`src/rtl/rasp_pkg.sv`:
```
// shared types, codes and constants for the resource archive stream parser
// no dependencies
`timescale 1ns / 1ps
`default_nettype none

package rasp_pkg;

   localparam int QUEUE_DEPTH = 4;

   localparam int TYPE_W = 6;
   localparam int ID_W   = 16;
   localparam int LEN_W  = 23;

   typedef enum logic [2:0] {
      PH_SIG,
      PH_LEAD,
      PH_IDLO,
      PH_LEN1,
      PH_LEN2,
      PH_PAY,
      PH_DONE
   } phase_type;

   localparam logic [1:0] EV_PAYLOAD = 2'd0;
   localparam logic [1:0] EV_FINISH  = 2'd1;
   localparam logic [1:0] EV_ERROR   = 2'd2;

   localparam logic [2:0] ERR_NONE      = 3'd0;
   localparam logic [2:0] ERR_SIGNATURE = 3'd1;
   localparam logic [2:0] ERR_TYPE      = 3'd2;
   localparam logic [2:0] ERR_ID        = 3'd3;
   localparam logic [2:0] ERR_TRUNCATED = 3'd4;

   localparam logic [1:0] LEAD_TYPE  = 2'b00;
   localparam logic [1:0] LEAD_ID    = 2'b01;
   localparam logic [1:0] LEAD_SHORT = 2'b10;
   localparam logic [1:0] LEAD_LONG  = 2'b11;

   localparam logic [LEN_W-1:0] LONG_BIAS = LEN_W'(65);

   // one queue entry: an optional payload event and an optional closing event
   typedef struct packed {
      logic              has_pay;
      logic [TYPE_W-1:0] type_id;
      logic [ID_W-1:0]   resource_id;
      logic [7:0]        data_byte;
      logic [LEN_W-1:0]  resource_length;
      logic [LEN_W-1:0]  byte_offset;
      logic              last_of_resource;
      logic              has_tail;
      logic [1:0]        tail_kind;
      logic [2:0]        error_code;
   } rec_type;

   function automatic logic [7:0] sig_byte(input logic [2:0] idx);
      logic [7:0] b;
      case (idx)
         3'd0: b = 8'h00;
         3'd1: b = 8'hff;
         3'd2: b = 8'h50;
         3'd3: b = 8'h42;
         3'd4: b = 8'h4c;
         3'd5: b = 8'h52;
         3'd6: b = 8'h4f;
         3'd7: b = 8'h4d;
         default: b = 8'h00;
      endcase
      return b;
   endfunction

endpackage

`default_nettype wire

```
`src/rtl/rasp_front.sv`:
```
// front end: signature check, lead byte decode and archive state, one byte per cycle while q_full is low
// depends on rasp_pkg
`timescale 1ns / 1ps
`default_nettype none

module rasp_front (
   input  wire logic             clock,
   input  wire logic             reset,
   input  wire logic             req_valid,
   input  wire logic [7:0]       req_rom_byte,
   input  wire logic             req_end_of_rom,
   input  wire logic             q_full,
   output logic                  req_stall,
   output logic                  q_push,
   output rasp_pkg::rec_type     q_rec
);

   rasp_pkg::phase_type phase_ff, phase_in;
   logic [2:0]                  sig_idx_ff, sig_idx_in;
   logic [rasp_pkg::TYPE_W-1:0] type_ff, type_in;
   logic [16:0]                 id_ff, id_in;
   logic [5:0]                  dhi_ff, dhi_in;
   logic [rasp_pkg::LEN_W-1:0]  acc_ff, acc_in;
   logic [rasp_pkg::LEN_W-1:0]  off_ff, off_in;

   logic        accept;
   logic [2:0]  err;
   logic        at_lead;
   logic        stop;
   logic        fin_ok;
   logic        fin;
   logic [6:0]  type_sum;
   logic [17:0] id_sum;
   logic [23:0] off_next;

   assign req_stall = q_full;
   assign accept    = req_valid && !q_full;
   assign type_sum  = {1'b0, type_ff} + {1'b0, req_rom_byte[5:0]};
   assign id_sum    = {1'b0, id_ff} + {4'b0, dhi_ff, req_rom_byte};
   assign off_next  = {1'b0, off_ff} + 24'd1;
   assign fin       = off_next >= {1'b0, acc_ff};

   always_comb begin
      phase_in   = phase_ff;
      sig_idx_in = sig_idx_ff;
      type_in    = type_ff;
      id_in      = id_ff;
      dhi_in     = dhi_ff;
      acc_in     = acc_ff;
      off_in     = off_ff;
      err        = rasp_pkg::ERR_NONE;
      at_lead    = 1'b0;
      stop       = 1'b0;
      fin_ok     = 1'b0;

      q_rec                  = '0;
      q_rec.type_id          = type_ff;
      q_rec.resource_id      = id_ff[15:0];
      q_rec.data_byte        = req_rom_byte;
      q_rec.resource_length  = acc_ff;
      q_rec.byte_offset      = off_ff;
      q_rec.last_of_resource = fin;

      case (phase_ff)
         rasp_pkg::PH_SIG: begin
            if (req_rom_byte != rasp_pkg::sig_byte(sig_idx_ff)) begin
               err = rasp_pkg::ERR_SIGNATURE;
            end else if (sig_idx_ff == 3'd7) begin
               phase_in = rasp_pkg::PH_LEAD;
               at_lead  = 1'b1;
            end else begin
               sig_idx_in = sig_idx_ff + 3'd1;
               if (req_end_of_rom) err = rasp_pkg::ERR_SIGNATURE;
            end
         end
         rasp_pkg::PH_LEAD: begin
            if (req_rom_byte == 8'h00) begin
               fin_ok = 1'b1;
               stop   = 1'b1;
            end else begin
               case (req_rom_byte[7:6])
                  rasp_pkg::LEAD_TYPE: begin
                     if (type_sum[6]) begin
                        err = rasp_pkg::ERR_TYPE;
                     end else begin
                        type_in = type_sum[5:0];
                        id_in   = 17'd1;
                        at_lead = 1'b1;
                     end
                  end
                  rasp_pkg::LEAD_ID: begin
                     dhi_in   = req_rom_byte[5:0];
                     phase_in = rasp_pkg::PH_IDLO;
                     if (req_end_of_rom) err = rasp_pkg::ERR_TRUNCATED;
                  end
                  rasp_pkg::LEAD_SHORT: begin
                     if (id_ff[16]) begin
                        err = rasp_pkg::ERR_ID;
                     end else begin
                        acc_in   = rasp_pkg::LEN_W'(req_rom_byte[5:0]) + 23'd1;
                        off_in   = '0;
                        phase_in = rasp_pkg::PH_PAY;
                        if (req_end_of_rom) err = rasp_pkg::ERR_TRUNCATED;
                     end
                  end
                  rasp_pkg::LEAD_LONG: begin
                     acc_in   = rasp_pkg::LEN_W'(req_rom_byte[5:0]);
                     phase_in = rasp_pkg::PH_LEN1;
                     if (req_end_of_rom) err = rasp_pkg::ERR_TRUNCATED;
                  end
                  default: begin
                  end
               endcase
            end
         end
         rasp_pkg::PH_IDLO: begin
            if (id_sum[17:16] != 2'b00) begin
               err = rasp_pkg::ERR_ID;
            end else begin
               id_in    = id_sum[16:0];
               phase_in = rasp_pkg::PH_LEAD;
               at_lead  = 1'b1;
            end
         end
         rasp_pkg::PH_LEN1: begin
            acc_in   = rasp_pkg::LEN_W'({acc_ff[5:0], req_rom_byte});
            phase_in = rasp_pkg::PH_LEN2;
            if (req_end_of_rom) err = rasp_pkg::ERR_TRUNCATED;
         end
         rasp_pkg::PH_LEN2: begin
            acc_in = rasp_pkg::LEN_W'({acc_ff[13:0], req_rom_byte}) + rasp_pkg::LONG_BIAS;
            if (id_ff[16]) begin
               err = rasp_pkg::ERR_ID;
            end else begin
               off_in   = '0;
               phase_in = rasp_pkg::PH_PAY;
               if (req_end_of_rom) err = rasp_pkg::ERR_TRUNCATED;
            end
         end
         rasp_pkg::PH_PAY: begin
            q_rec.has_pay = 1'b1;
            if (fin) begin
               id_in    = id_ff + 17'd1;
               off_in   = '0;
               phase_in = rasp_pkg::PH_LEAD;
               at_lead  = 1'b1;
            end else begin
               off_in = off_next[rasp_pkg::LEN_W-1:0];
               if (req_end_of_rom) err = rasp_pkg::ERR_TRUNCATED;
            end
         end
         default: begin
         end
      endcase

      if (err != rasp_pkg::ERR_NONE) begin
         q_rec.has_tail   = 1'b1;
         q_rec.tail_kind  = rasp_pkg::EV_ERROR;
         q_rec.error_code = err;
         stop             = 1'b1;
      end else if (fin_ok || (at_lead && req_end_of_rom)) begin
         q_rec.has_tail  = 1'b1;
         q_rec.tail_kind = rasp_pkg::EV_FINISH;
      end

      if (stop) phase_in = rasp_pkg::PH_DONE;

      // end of archive: back to the reset state for the next one
      if (req_end_of_rom) begin
         phase_in   = rasp_pkg::PH_SIG;
         sig_idx_in = '0;
         type_in    = rasp_pkg::TYPE_W'(1);
         id_in      = 17'd1;
         dhi_in     = '0;
         acc_in     = '0;
         off_in     = '0;
      end

      q_push = accept && (q_rec.has_pay || q_rec.has_tail);
   end

   always_ff @(posedge clock) begin
      if (reset) begin
         phase_ff   <= rasp_pkg::PH_SIG;
         sig_idx_ff <= '0;
         type_ff    <= rasp_pkg::TYPE_W'(1);
         id_ff      <= 17'd1;
         dhi_ff     <= '0;
         acc_ff     <= '0;
         off_ff     <= '0;
      end else if (accept) begin
         phase_ff   <= phase_in;
         sig_idx_ff <= sig_idx_in;
         type_ff    <= type_in;
         id_ff      <= id_in;
         dhi_ff     <= dhi_in;
         acc_ff     <= acc_in;
         off_ff     <= off_in;
      end
   end

endmodule

`default_nettype wire

```
`src/rtl/rasp_queue.sv`:
```
// small first-in first-out queue of decoded records between front and back end
// depends on rasp_pkg
`timescale 1ns / 1ps
`default_nettype none

module rasp_queue #(
   parameter int Depth = rasp_pkg::QUEUE_DEPTH
) (
   input  wire logic              clock,
   input  wire logic              reset,
   input  wire logic              push,
   input  wire rasp_pkg::rec_type push_rec,
   output logic                   full,
   input  wire logic              pop,
   output rasp_pkg::rec_type      head_rec,
   output logic                   not_empty
);

   localparam int PtrW = (Depth > 1) ? $clog2(Depth) : 1;
   localparam int CntW = $clog2(Depth + 1);

   rasp_pkg::rec_type mem [Depth];

   logic [PtrW-1:0] wr_ptr_ff, wr_ptr_in;
   logic [PtrW-1:0] rd_ptr_ff, rd_ptr_in;
   logic [CntW-1:0] count_ff, count_in;
   logic            do_push;
   logic            do_pop;

   assign full      = count_ff == CntW'(Depth);
   assign not_empty = count_ff != '0;
   assign do_push   = push && !full;
   assign do_pop    = pop && not_empty;
   assign head_rec  = mem[rd_ptr_ff];

   always_comb begin
      wr_ptr_in = wr_ptr_ff;
      rd_ptr_in = rd_ptr_ff;
      count_in  = count_ff;
      if (do_push) begin
         wr_ptr_in = (wr_ptr_ff == PtrW'(Depth - 1)) ? '0 : wr_ptr_ff + PtrW'(1);
      end
      if (do_pop) begin
         rd_ptr_in = (rd_ptr_ff == PtrW'(Depth - 1)) ? '0 : rd_ptr_ff + PtrW'(1);
      end
      if (do_push && !do_pop) begin
         count_in = count_ff + CntW'(1);
      end else if (do_pop && !do_push) begin
         count_in = count_ff - CntW'(1);
      end
   end

   always_ff @(posedge clock) begin
      if (do_push) begin
         mem[wr_ptr_ff] <= push_rec;
      end
   end

   always_ff @(posedge clock) begin
      if (reset) begin
         wr_ptr_ff <= '0;
         rd_ptr_ff <= '0;
         count_ff  <= '0;
      end else begin
         wr_ptr_ff <= wr_ptr_in;
         rd_ptr_ff <= rd_ptr_in;
         count_ff  <= count_in;
      end
   end

endmodule

`default_nettype wire

```
`src/rtl/rasp_back.sv`:
```
// back end: output register that plays out each record as one or two result transactions
// depends on rasp_pkg
`timescale 1ns / 1ps
`default_nettype none

module rasp_back (
   input  wire logic                        clock,
   input  wire logic                        reset,
   input  wire rasp_pkg::rec_type           head_rec,
   input  wire logic                        not_empty,
   output logic                             pop,
   output logic                             rsp_valid,
   input  wire logic                        rsp_stall,
   output logic [1:0]                       rsp_event_kind,
   output logic [rasp_pkg::TYPE_W-1:0]      rsp_type_id,
   output logic [rasp_pkg::ID_W-1:0]        rsp_resource_id,
   output logic [7:0]                       rsp_data_byte,
   output logic [rasp_pkg::LEN_W-1:0]       rsp_resource_length,
   output logic [rasp_pkg::LEN_W-1:0]       rsp_byte_offset,
   output logic                             rsp_last_of_resource,
   output logic [2:0]                       rsp_error_code,
   output logic                             rsp_last
);

   rasp_pkg::rec_type rec_ff;
   logic              valid_ff;
   logic              pay_done_ff;
   logic              show_pay;
   logic              final_one;
   logic              taken;

   assign show_pay  = rec_ff.has_pay && !pay_done_ff;
   assign final_one = !show_pay || !rec_ff.has_tail;
   assign taken     = valid_ff && !rsp_stall;
   assign pop       = not_empty && (!valid_ff || (taken && final_one));

   assign rsp_valid            = valid_ff;
   assign rsp_event_kind       = show_pay ? rasp_pkg::EV_PAYLOAD : rec_ff.tail_kind;
   assign rsp_type_id          = show_pay ? rec_ff.type_id : '0;
   assign rsp_resource_id      = show_pay ? rec_ff.resource_id : '0;
   assign rsp_data_byte        = show_pay ? rec_ff.data_byte : '0;
   assign rsp_resource_length  = show_pay ? rec_ff.resource_length : '0;
   assign rsp_byte_offset      = show_pay ? rec_ff.byte_offset : '0;
   assign rsp_last_of_resource = show_pay ? rec_ff.last_of_resource : 1'b0;
   assign rsp_error_code       = show_pay ? rasp_pkg::ERR_NONE : rec_ff.error_code;
   assign rsp_last             = final_one;

   always_ff @(posedge clock) begin
      if (pop) begin
         rec_ff <= head_rec;
      end
   end

   always_ff @(posedge clock) begin
      if (reset) begin
         valid_ff    <= 1'b0;
         pay_done_ff <= 1'b0;
      end else if (pop) begin
         valid_ff    <= 1'b1;
         pay_done_ff <= 1'b0;
      end else if (taken) begin
         if (final_one) begin
            valid_ff <= 1'b0;
         end else begin
            pay_done_ff <= 1'b1;
         end
      end
   end

endmodule

`default_nettype wire

```
`src/rtl/resource_archive_stream_parser.sv`:
```
// top level of the resource archive stream parser: front end, record queue, back end
// depends on rasp_pkg, rasp_front, rasp_queue, rasp_back
`timescale 1ns / 1ps
`default_nettype none

// Takes one archive byte per cycle on the req_ channel while req_stall is low and gives
// payload, finished and error transactions on the rsp_ channel. The front end decodes
// each byte in the cycle it is accepted and writes at most one record into a
// QueueDepth-entry queue; the back end plays each record out as one or two transactions,
// so a byte that yields both a payload byte and a closing event needs two transactions.
// Sustained rate is one byte per cycle while rsp_stall stays low and the queue has room;
// the queue absorbs the extra transaction of such bytes, and req_stall rises only when
// the queue is full. Each record is written into the queue, then into the output register.
module resource_archive_stream_parser #(
   parameter int QueueDepth = rasp_pkg::QUEUE_DEPTH
) (
   input  wire logic                        clock,
   input  wire logic                        reset,
   input  wire logic                        req_valid,
   output logic                             req_stall,
   input  wire logic [7:0]                  req_rom_byte,
   input  wire logic                        req_end_of_rom,
   output logic                             rsp_valid,
   input  wire logic                        rsp_stall,
   output logic [1:0]                       rsp_event_kind,
   output logic [rasp_pkg::TYPE_W-1:0]      rsp_type_id,
   output logic [rasp_pkg::ID_W-1:0]        rsp_resource_id,
   output logic [7:0]                       rsp_data_byte,
   output logic [rasp_pkg::LEN_W-1:0]       rsp_resource_length,
   output logic [rasp_pkg::LEN_W-1:0]       rsp_byte_offset,
   output logic                             rsp_last_of_resource,
   output logic [2:0]                       rsp_error_code,
   output logic                             rsp_last
);

   rasp_pkg::rec_type push_rec;
   rasp_pkg::rec_type head_rec;
   logic              push;
   logic              full;
   logic              pop;
   logic              not_empty;

   rasp_front u_front (
      .clock          (clock),
      .reset          (reset),
      .req_valid      (req_valid),
      .req_rom_byte   (req_rom_byte),
      .req_end_of_rom (req_end_of_rom),
      .q_full         (full),
      .req_stall      (req_stall),
      .q_push         (push),
      .q_rec          (push_rec)
   );

   rasp_queue #(
      .Depth (QueueDepth)
   ) u_queue (
      .clock     (clock),
      .reset     (reset),
      .push      (push),
      .push_rec  (push_rec),
      .full      (full),
      .pop       (pop),
      .head_rec  (head_rec),
      .not_empty (not_empty)
   );

   rasp_back u_back (
      .clock                (clock),
      .reset                (reset),
      .head_rec             (head_rec),
      .not_empty            (not_empty),
      .pop                  (pop),
      .rsp_valid            (rsp_valid),
      .rsp_stall            (rsp_stall),
      .rsp_event_kind       (rsp_event_kind),
      .rsp_type_id          (rsp_type_id),
      .rsp_resource_id      (rsp_resource_id),
      .rsp_data_byte        (rsp_data_byte),
      .rsp_resource_length  (rsp_resource_length),
      .rsp_byte_offset      (rsp_byte_offset),
      .rsp_last_of_resource (rsp_last_of_resource),
      .rsp_error_code       (rsp_error_code),
      .rsp_last             (rsp_last)
   );

endmodule

`default_nettype wire

```
`config.mk`:
```
export PLATFORM = sky130hd
export DESIGN_NAME = resource_archive_stream_parser
export DESIGN_NICKNAME = d
export VERILOG_FILES = /design/src/rtl/rasp_pkg.sv /design/src/rtl/rasp_front.sv /design/src/rtl/rasp_queue.sv /design/src/rtl/rasp_back.sv /design/src/rtl/resource_archive_stream_parser.sv
export SDC_FILE = /design/constraint.sdc
export NUM_CORES = 1
export LEC_CHECK = 0
export ABC_AREA = 1
export BUFFER_PORTS_ARGS = -buffer_cell sky130_fd_sc_hd__buf_2
export CORE_UTILIZATION = 35
export DETAILED_ROUTE_END_ITERATION = 7
export PLACE_DENSITY = 0.51
export SYNTH_ARGS = -nofsm -noshare
export SYNTH_HDL_FRONTEND = slang
export SYNTH_SLANG_ARGS = --single-unit
```
`constraint.sdc`:
```
create_clock -name clock -period 11.3 [get_ports clock]
set_clock_uncertainty 0.15 [all_clocks]
set_input_delay 2.26 -clock clock [delete_from_list [all_inputs] [get_ports clock]]
set_output_delay 2.26 -clock clock [all_outputs]
set_load 0.01 [all_outputs]
```
==> results of run 1 <==
-- layer usage --
layer / GRT usage / up-vias / wire, um
li1: - / 7677 / -
met2: 0.292 / 335 / 27200
met1: 0.229 / 7559 / 26400
met5: 0 / - / 0
met3: 0.0266 / 90 / 2330
met4: 0.0542 / 0 / 1600
-- final cells by class --
class,instances,area share
tap,846,0.0411
sequential,516,0.564
inverter,217,0.0318
multi-input combinational,1349,0.269
clock buffer,87,0.0625
timing repair buffer,114,0.0238
clock inverter,17,0.00762
-- kinds of logic after synthesis --
kind of cell	share of synthesized area
AND/OR/NAND/NOR	0.141
flip-flops	0.643
adder cells (fa/ha/maj)	0.0342
XOR/XNOR	0.0136
AO/OA/AOI/OAI	0.117
buffers and inverters	0.0519
-- power breakdown --
part	leakage, nW	internal [mW]	switching (mW)	total [mW]
clock	0.879	1.07	0.728	1.80
sequential	4.69	2.55	0.139	2.69
combinational	4.08	0.424	1.12	1.54
total	9.65	4.04	1.98	6.03
-- cell usage in the layout, fill, tap and decap left out, types with 4 or more instances in the layout --
cell type	count
nand2_1	297
nor2_4	7
inv_1	203
clkbuf_8	5
or2_2	6
bufinv_16	4
clkbuf_16	58
nor2_2	7
nand3_1	47
ha_1	57
buf_4	17
nor3_2	5
edfxtp_1	420
nand4_1	11
o21bai_1	5
clkbuf_1	24
buf_2	97
inv_2	10
nor2_1	355
clkinv_2	9
nor3_1	18
dfxtp_1	94
o211ai_1	6
xor2_1	24
a31oi_1	7
o21ai_0	227
a21oi_1	117
nor4_1	4
o22ai_1	90
a32oi_1	4
xnor2_1	11
-- sequential cells by signal (all words and copies together), names as in the netlist, 3 cells and up, named ones only --
register and flops:
u_front.off_ff 23, u_front.sig_idx_ff 3, u_front.id_ff 17, u_front.phase_ff 3
u_queue.mem 336, u_front.acc_ff 23, u_front.type_ff 6, u_front.dhi_ff 6
u_back.rec_ff 84, u_queue.count_ff 3
-- final timing paths --
check / end / cells past startpoint
hold reg to reg: u_front.dhi_ff[5]$_SDFFE_PP0P_ / 2
setup / recovery: u_queue.mem[2][10]$_DFFE_PP_ / 21
hold / removal: u_front.dhi_ff[5]$_SDFFE_PP0P_ / 2
setup reg to reg: u_queue.mem[2][10]$_DFFE_PP_ / 26
-- worst max-delay path: cells and delay by family --
kind	cells	cell delay, ps
buf+inv	4	1130
simple gates	15	2350
fa+ha+maj	2	710
-- through the flow --
step | hold WS, ps | worst slack [ps] | cell area [um^2] | power (mW) | utilization
after detailed placement | 338 | 4090 | 24000 | 4.33 | 0.378
after CTS | 347 | 4710 | 25800 | 6.15 | 0.406
after global routing | 368 | 4430 | 25800 | 6.38 | 0.406
after floorplan | 299 | 3110 | 22600 | 3.69 | -
after global placement | 323 | 4170 | 24000 | 4.32 | 0.378
final | 343 | 4820 | 25800 | 6.03 | 0.406
==> key figures, run 1 <==
Route
  – Total iterations of the first detailed-routing run: 6
  – Vias per cell: 4.98
  – Post-DRT Antenna Nets: 0
  – DRC Markers: 0
  – Final WL: 57500 um
  – Initial drt markers: 1045
  – WL per Instance: 18.3 um
  – Via Count: 15661

CTS
  – CTS Hold Bufs: 0
  – Clock buffer depth: 3
  – H-tree levels: 2
  – CTS tree: built
  – Clock tree sinks: 516
  – Clk_lat worst skew: 610 ps
  – Root Buffer: clkbuf_16
  – Post_cts resized: 0
  – Inserted Clock Buffers: 56
  – Worst-path clk slew: 60 ps
  – # Post-CTS Setup Buffers: 0

Synth
  – Register area share after synthesis: 0.643
  – Count leader, synth: edfxtp_1
  – Most instantiated cells after synthesis: 420 x edfxtp_1, 359 x nor2_1, 297 x nand2_1
  – EDFF count, synth: 420
  – Synth Register Bits: 516
  – Count of cell types in the netlist: 58
  – Syn_nets: 2244
  – Synthesized instance count: 2171
  – Synth Flop Type: edfxtp_1
  – Syn_area_per_cell: 10.4 um^2
  – Area leader, netlist: edfxtp_1
  – Top cell type's share of synthesized area: 0.558
  – Synth top area cells: edfxtp_1 56%, dfxtp_1 8.5%, nor2_1 6.0%
  – Yosys warns: 0
  – Post-synth ARST share: 0
  – Post-Synthesis Cell Area: 22600 um^2

Floorplanning
  – Rows: 92
  – I/O pin total: 98
  – Die height: 256 um
  – Core Box Area: 63400 um^2
  – Die width: 256 um
  – Starting Density: 0.357
  – Die area: 65600 um^2

Worst setup path
  – Worst Setup SP: req_rom_byte[0]
  – Worst EP arrival: 6540 ps
  – Reg2reg start: u_front.off_ff[0]$_SDFFE_PP0P_
  – CP Launch Type: input port
  – WP data required: 11360 ps
  – CP max-delay cell: nor2_4
  – R2R setup slack: 5030 ps
  – Critical-path maximum fanout: 51
  – CP endpoint kind: register
  – Most used cell, CP: nand2_1
  – Slowest cell delay on critical path: 970 ps
  – Critical path class: input port to register
  – Crit path cell chain: buf_2 > ha_1 > fa_1 > nand2_1 > nand2_1 > nand2_1 > inv_1 > nand2_1 > nand2_1 > nand2_1 > nand2_1 > nand2_1 > nand4_1 > nand2_1 > inv_1 > nand2_1 > nand2_1 > nand4_1 > nand2_2 > nor2_4 > buf_4

Timing
  – Fin crit share: 0.574
  – Setup TNS: 0 ps
  – Minimum clock period: 6480 ps
  – Slew Limit Headroom: 0.190
  – RSZ-0062 raised after global routing: false
  – Final Max Tran Viols: 0
  – Slew of the pin with the lowest slew margin: 1210 ps
  – Setup violators final: 0
  – Final Hold Fails: 0
  – Achievable Freq: 154 MHz

Global route
  – Largest net degree at the start of global routing: 95
  – Tot GR Track Use: 0.173
  – First-pass GRT wire length: 89000 um
  – Initial antenna violation count: 0
  – Vias in the first global route: 15379
  – Total congestion overflow: 0

Placement
  – # placed instances: 3042
  – GPL Wtd Cong: 0.870
  – IO Port Bufs: 97
  – Post-DP HPWL: 36200 um

Layout
  – Area growth syn-to-layout: 14.0%
  – Finished Layout Cells: 3146
  – Fill count: 6121
  – Multi-input gate area: 6930 um^2
  – Antenna Cells: 0
  – Proportion of layout cells with a drive suffix above 1: 0.105
  – Register area: 14500 um^2
  – Nets: 2327

Flow run
  – Maxcap violations: 0

Worst hold path
  – Worst Hold Class: register to register
  – HP Start: u_front.dhi_ff[5]$_SDFFE_PP0P_

Power and ir drop
  – Power Dens Cells: 234 nW/um^2
  – Leak: 9.65 nW
  – VDD IR max: 0.000128 V

Run status
  – Status: completed
(Power assumes the default switching activity.)
==> run 2, diff against run 1 <==
- clock period: 11.3 -> 6.2 ns (I/O delays scaled with it)
==> run 2 against run 1 <==
  * Worst setup slack got worse by 3800 ps
  * Count of clock-buffer cells in the layout down 19
  * Via count decreased by 1.2%
  * Sequential power is 82% higher
  * Sequential share of layout area down 0.25 points
  * Final cell count hardly changed
  * Register-to-register slack worse by 4100 ps
  * Non-clock buffer count fell by 1
  * Utilization increased by 0.18 points
  * Combinational power grew 79%
==> key figures, run 2 (synthesis results as in run 1) <==
Run status
  – Status: completed

Placement
  – IO Port Bufs: 97 (unchanged)
  – GPL Wtd Cong: 0.862 (-0.99%)
  – DP Worst Slack: 1020 ps (-3060 ps)
  – Post-DP HPWL: 34100 um (-5.8%)

Timing
  – Minimum clock period: 5220 ps
  – Final Max Tran Viols: 0 (unchanged)
  – Fin crit share: 0.842
  – Slew of the pin with the lowest slew margin: 1040 ps (-172 ps)
  – Achievable Freq: 191 MHz
  – Final Hold Fails: 0 (unchanged)
  – Final worst setup slack: 977 ps (-3840 ps)
  – Slew Limit Headroom: 0.306 (+0.116)
  – Setup violators final: 0 (unchanged)
  – RSZ-0062 raised after global routing: false

Layout
  – Largest regs: u_queue.mem (336), u_back.rec_ff (84)
  – Nets: 2325 (-0.086%)
  – Area growth syn-to-layout: 14.5%
  – Proportion of layout cells with a drive suffix above 1: 0.106 (+0.000481)
  – Antenna Cells: 0 (unchanged)
  – Max reg flops: 336 (unchanged)
  – Most frequent cells in the layout: 420 x edfxtp_1, 355 x nor2_1, 297 x nand2_1, 227 x o21ai_0, 203 x inv_1
  – Most flop-heavy register: u_queue.mem
  – Fill count: 6109 (-0.20%)
  – Most common cell after layout, fill and taps aside: edfxtp_1

Global route
  – Initial antenna violation count: 3 (+3)
  – Vias in the first global route: 15471 (+0.60%)
  – Largest net degree at the start of global routing: 95 (unchanged)
  – Tot GR Track Use: 0.169 (-0.00421)
  – Total congestion overflow: 0 (unchanged)
  – First-pass GRT wire length: 87900 um (-1.3%)

Worst setup path
  – CP endpoint kind: register
  – CP max-delay cell: dfxtp_1
  – WP data required: 6520 ps (-4840 ps)
  – Worst EP arrival: 5550 ps (-990 ps)
  – Most used cell, CP: inv_1
  – Reg2reg start: u_front.off_ff[0]$_SDFFE_PP0P_
  – CP Launch Type: register
  – Worst Setup SP: u_front.off_ff[0]$_SDFFE_PP0P_
  – Slowest cell delay on critical path: 500 ps (-470 ps)
  – Critical-path maximum fanout: 9 (-82%)
  – Critical path class: register to register

Route
  – Via Count: 15475 (-1.2%)
  – Total iterations of the first detailed-routing run: 7 (+1)
  – Initial drt markers: 929 (-11%)
  – DRC Markers: 0 (unchanged)
  – WL per Instance: 17.7 um (-3.4%)
  – Post-DRT Antenna Nets: 0 (unchanged)
  – Vias per cell: 4.92 (-1.2%)
  – Final WL: 55500 um (-3.4%)

CTS
  – Root Buffer: clkbuf_16
  – Post_cts resized: 0 (unchanged)
  – H-tree levels: 2 (unchanged)
  – # Post-CTS Setup Buffers: 0 (unchanged)
  – Clk_lat worst skew: 610 ps (about the same)
  – Clock buffer depth: 3 (unchanged)
  – Clock tree sinks: 516 (unchanged)
  – CTS tree: built
  – Inserted Clock Buffers: 55 (-1.8%)
  – Worst-path clk slew: 70 ps (about the same)
  – CTS Hold Bufs: 0 (unchanged)

Floorplanning
  – Core Box Area: 63400 um^2 (unchanged)
  – Rows: 92 (unchanged)
  – Starting Density: 0.357 (unchanged)
  – I/O pin total: 98 (unchanged)
  – Die area: 65600 um^2 (unchanged)
  – Die height: 256 um (unchanged)
  – Die width: 256 um (unchanged)

Power and ir drop
  – Switching power total: 3.59 mW (+81%)
  – Final Power: 11.1 mW (+84%)
  – Internal power component: 7.48 mW (+85%)
  – Logic pwr share: 0.250 (-0.006)
  – Seq pwr share: 0.442 (-0.004)
  – Switching Share: 0.324 (-0.00485)
  – VDD IR max: 0.000242 V (+90%)
  – Power Dens Cells: 427 nW/um^2 (+83%)
  – Leak: 9.68 nW (+0.36%)
  – Clock share of power: 0.308 (+0.010)

Flow run
  – Maxcap violations: 0 (unchanged)

Worst hold path
  – Worst Hold Class: register to register
  – HP Start: u_front.dhi_ff[1]$_SDFFE_PP0P_
## run 2: changes by cell type in the layout (fill, tap and decap cells not counted)
cell / delta
buf_4: -5
clkinv_8: +1
clkinv_2: -1
clkinv_1: +11
clkbuf_16: -2
clkbuf_1: -13
clkbuf_8: -4
buf_12: +4
clkinvlp_4: +2
inv_4: +1
bufinv_16: +5
## run 2: worst paths after layout
| check | to | slack (ps) | depth (start not counted) |
|---|---|---|---|
| setup / recovery | u_queue.count_ff[1]$_SDFFE_PP0P_ | 980 | 29 |
| hold / removal | u_front.dhi_ff[1]$_SDFFE_PP0P_ | 340 | 2 |
| setup reg to reg | u_queue.count_ff[1]$_SDFFE_PP0P_ | 980 | 29 |
| hold reg to reg | u_front.dhi_ff[1]$_SDFFE_PP0P_ | 340 | 2 |
## run 2: area by class of cell
class	count	area [um^2]	share of cell area
clock buffers	68	1460	0.0563
clock inverters	36	419	0.0162
inverters	217	821	0.0317
multi-input cells	1349	6930	0.268
flip-flops and latches	516	14500	0.562
well taps	846	1060	0.0409
repair buffers	113	656	0.0253
## run 2: critical path: cells and delay by family, from the launching register on
family,cells,cell delay (ps)
and+or+nand+nor,16,2440
adders and majority gates,4,1120
buffers and inverters,6,530
DFF,1,500
AOI/OAI and AO/OA,2,260
xor gates and xnor gates,1,130
## run 2: power groups by stage
stage / clock network, mW / registers (mW) / logic [mW]
floorplan: 0 / 4.91 / 1.81
global placement: 0 / 4.96 / 2.83
detailed placement: 0 / 4.97 / 2.86
CTS: 3.49 / 4.90 / 2.87
global route: 3.62 / 4.96 / 3.14
finish: 3.41 / 4.89 / 2.76
## run 2: metrics by stage
step	instances	instance area (um^2)	hold WS (ps)	utilization	TNS, ps
finish	3145	25900	337	0.408	0
global route	3145	25900	356	0.408	0
CTS	3145	25900	342	0.408	0
detailed placement	3041	24000	326	0.379	0
global placement	3041	24000	319	0.379	0
floorplan	2171	22600	299	-	-343970
## run 2: per-layer routing
layer	global-route usage	part of all wire	up-vias
li1	-	-	7685
met1	0.217	0.45	7407
met2	0.292	0.49	278
met3	0.0232	0.035	99
met4	0.0599	0.029	6
met5	0	0.00047	-
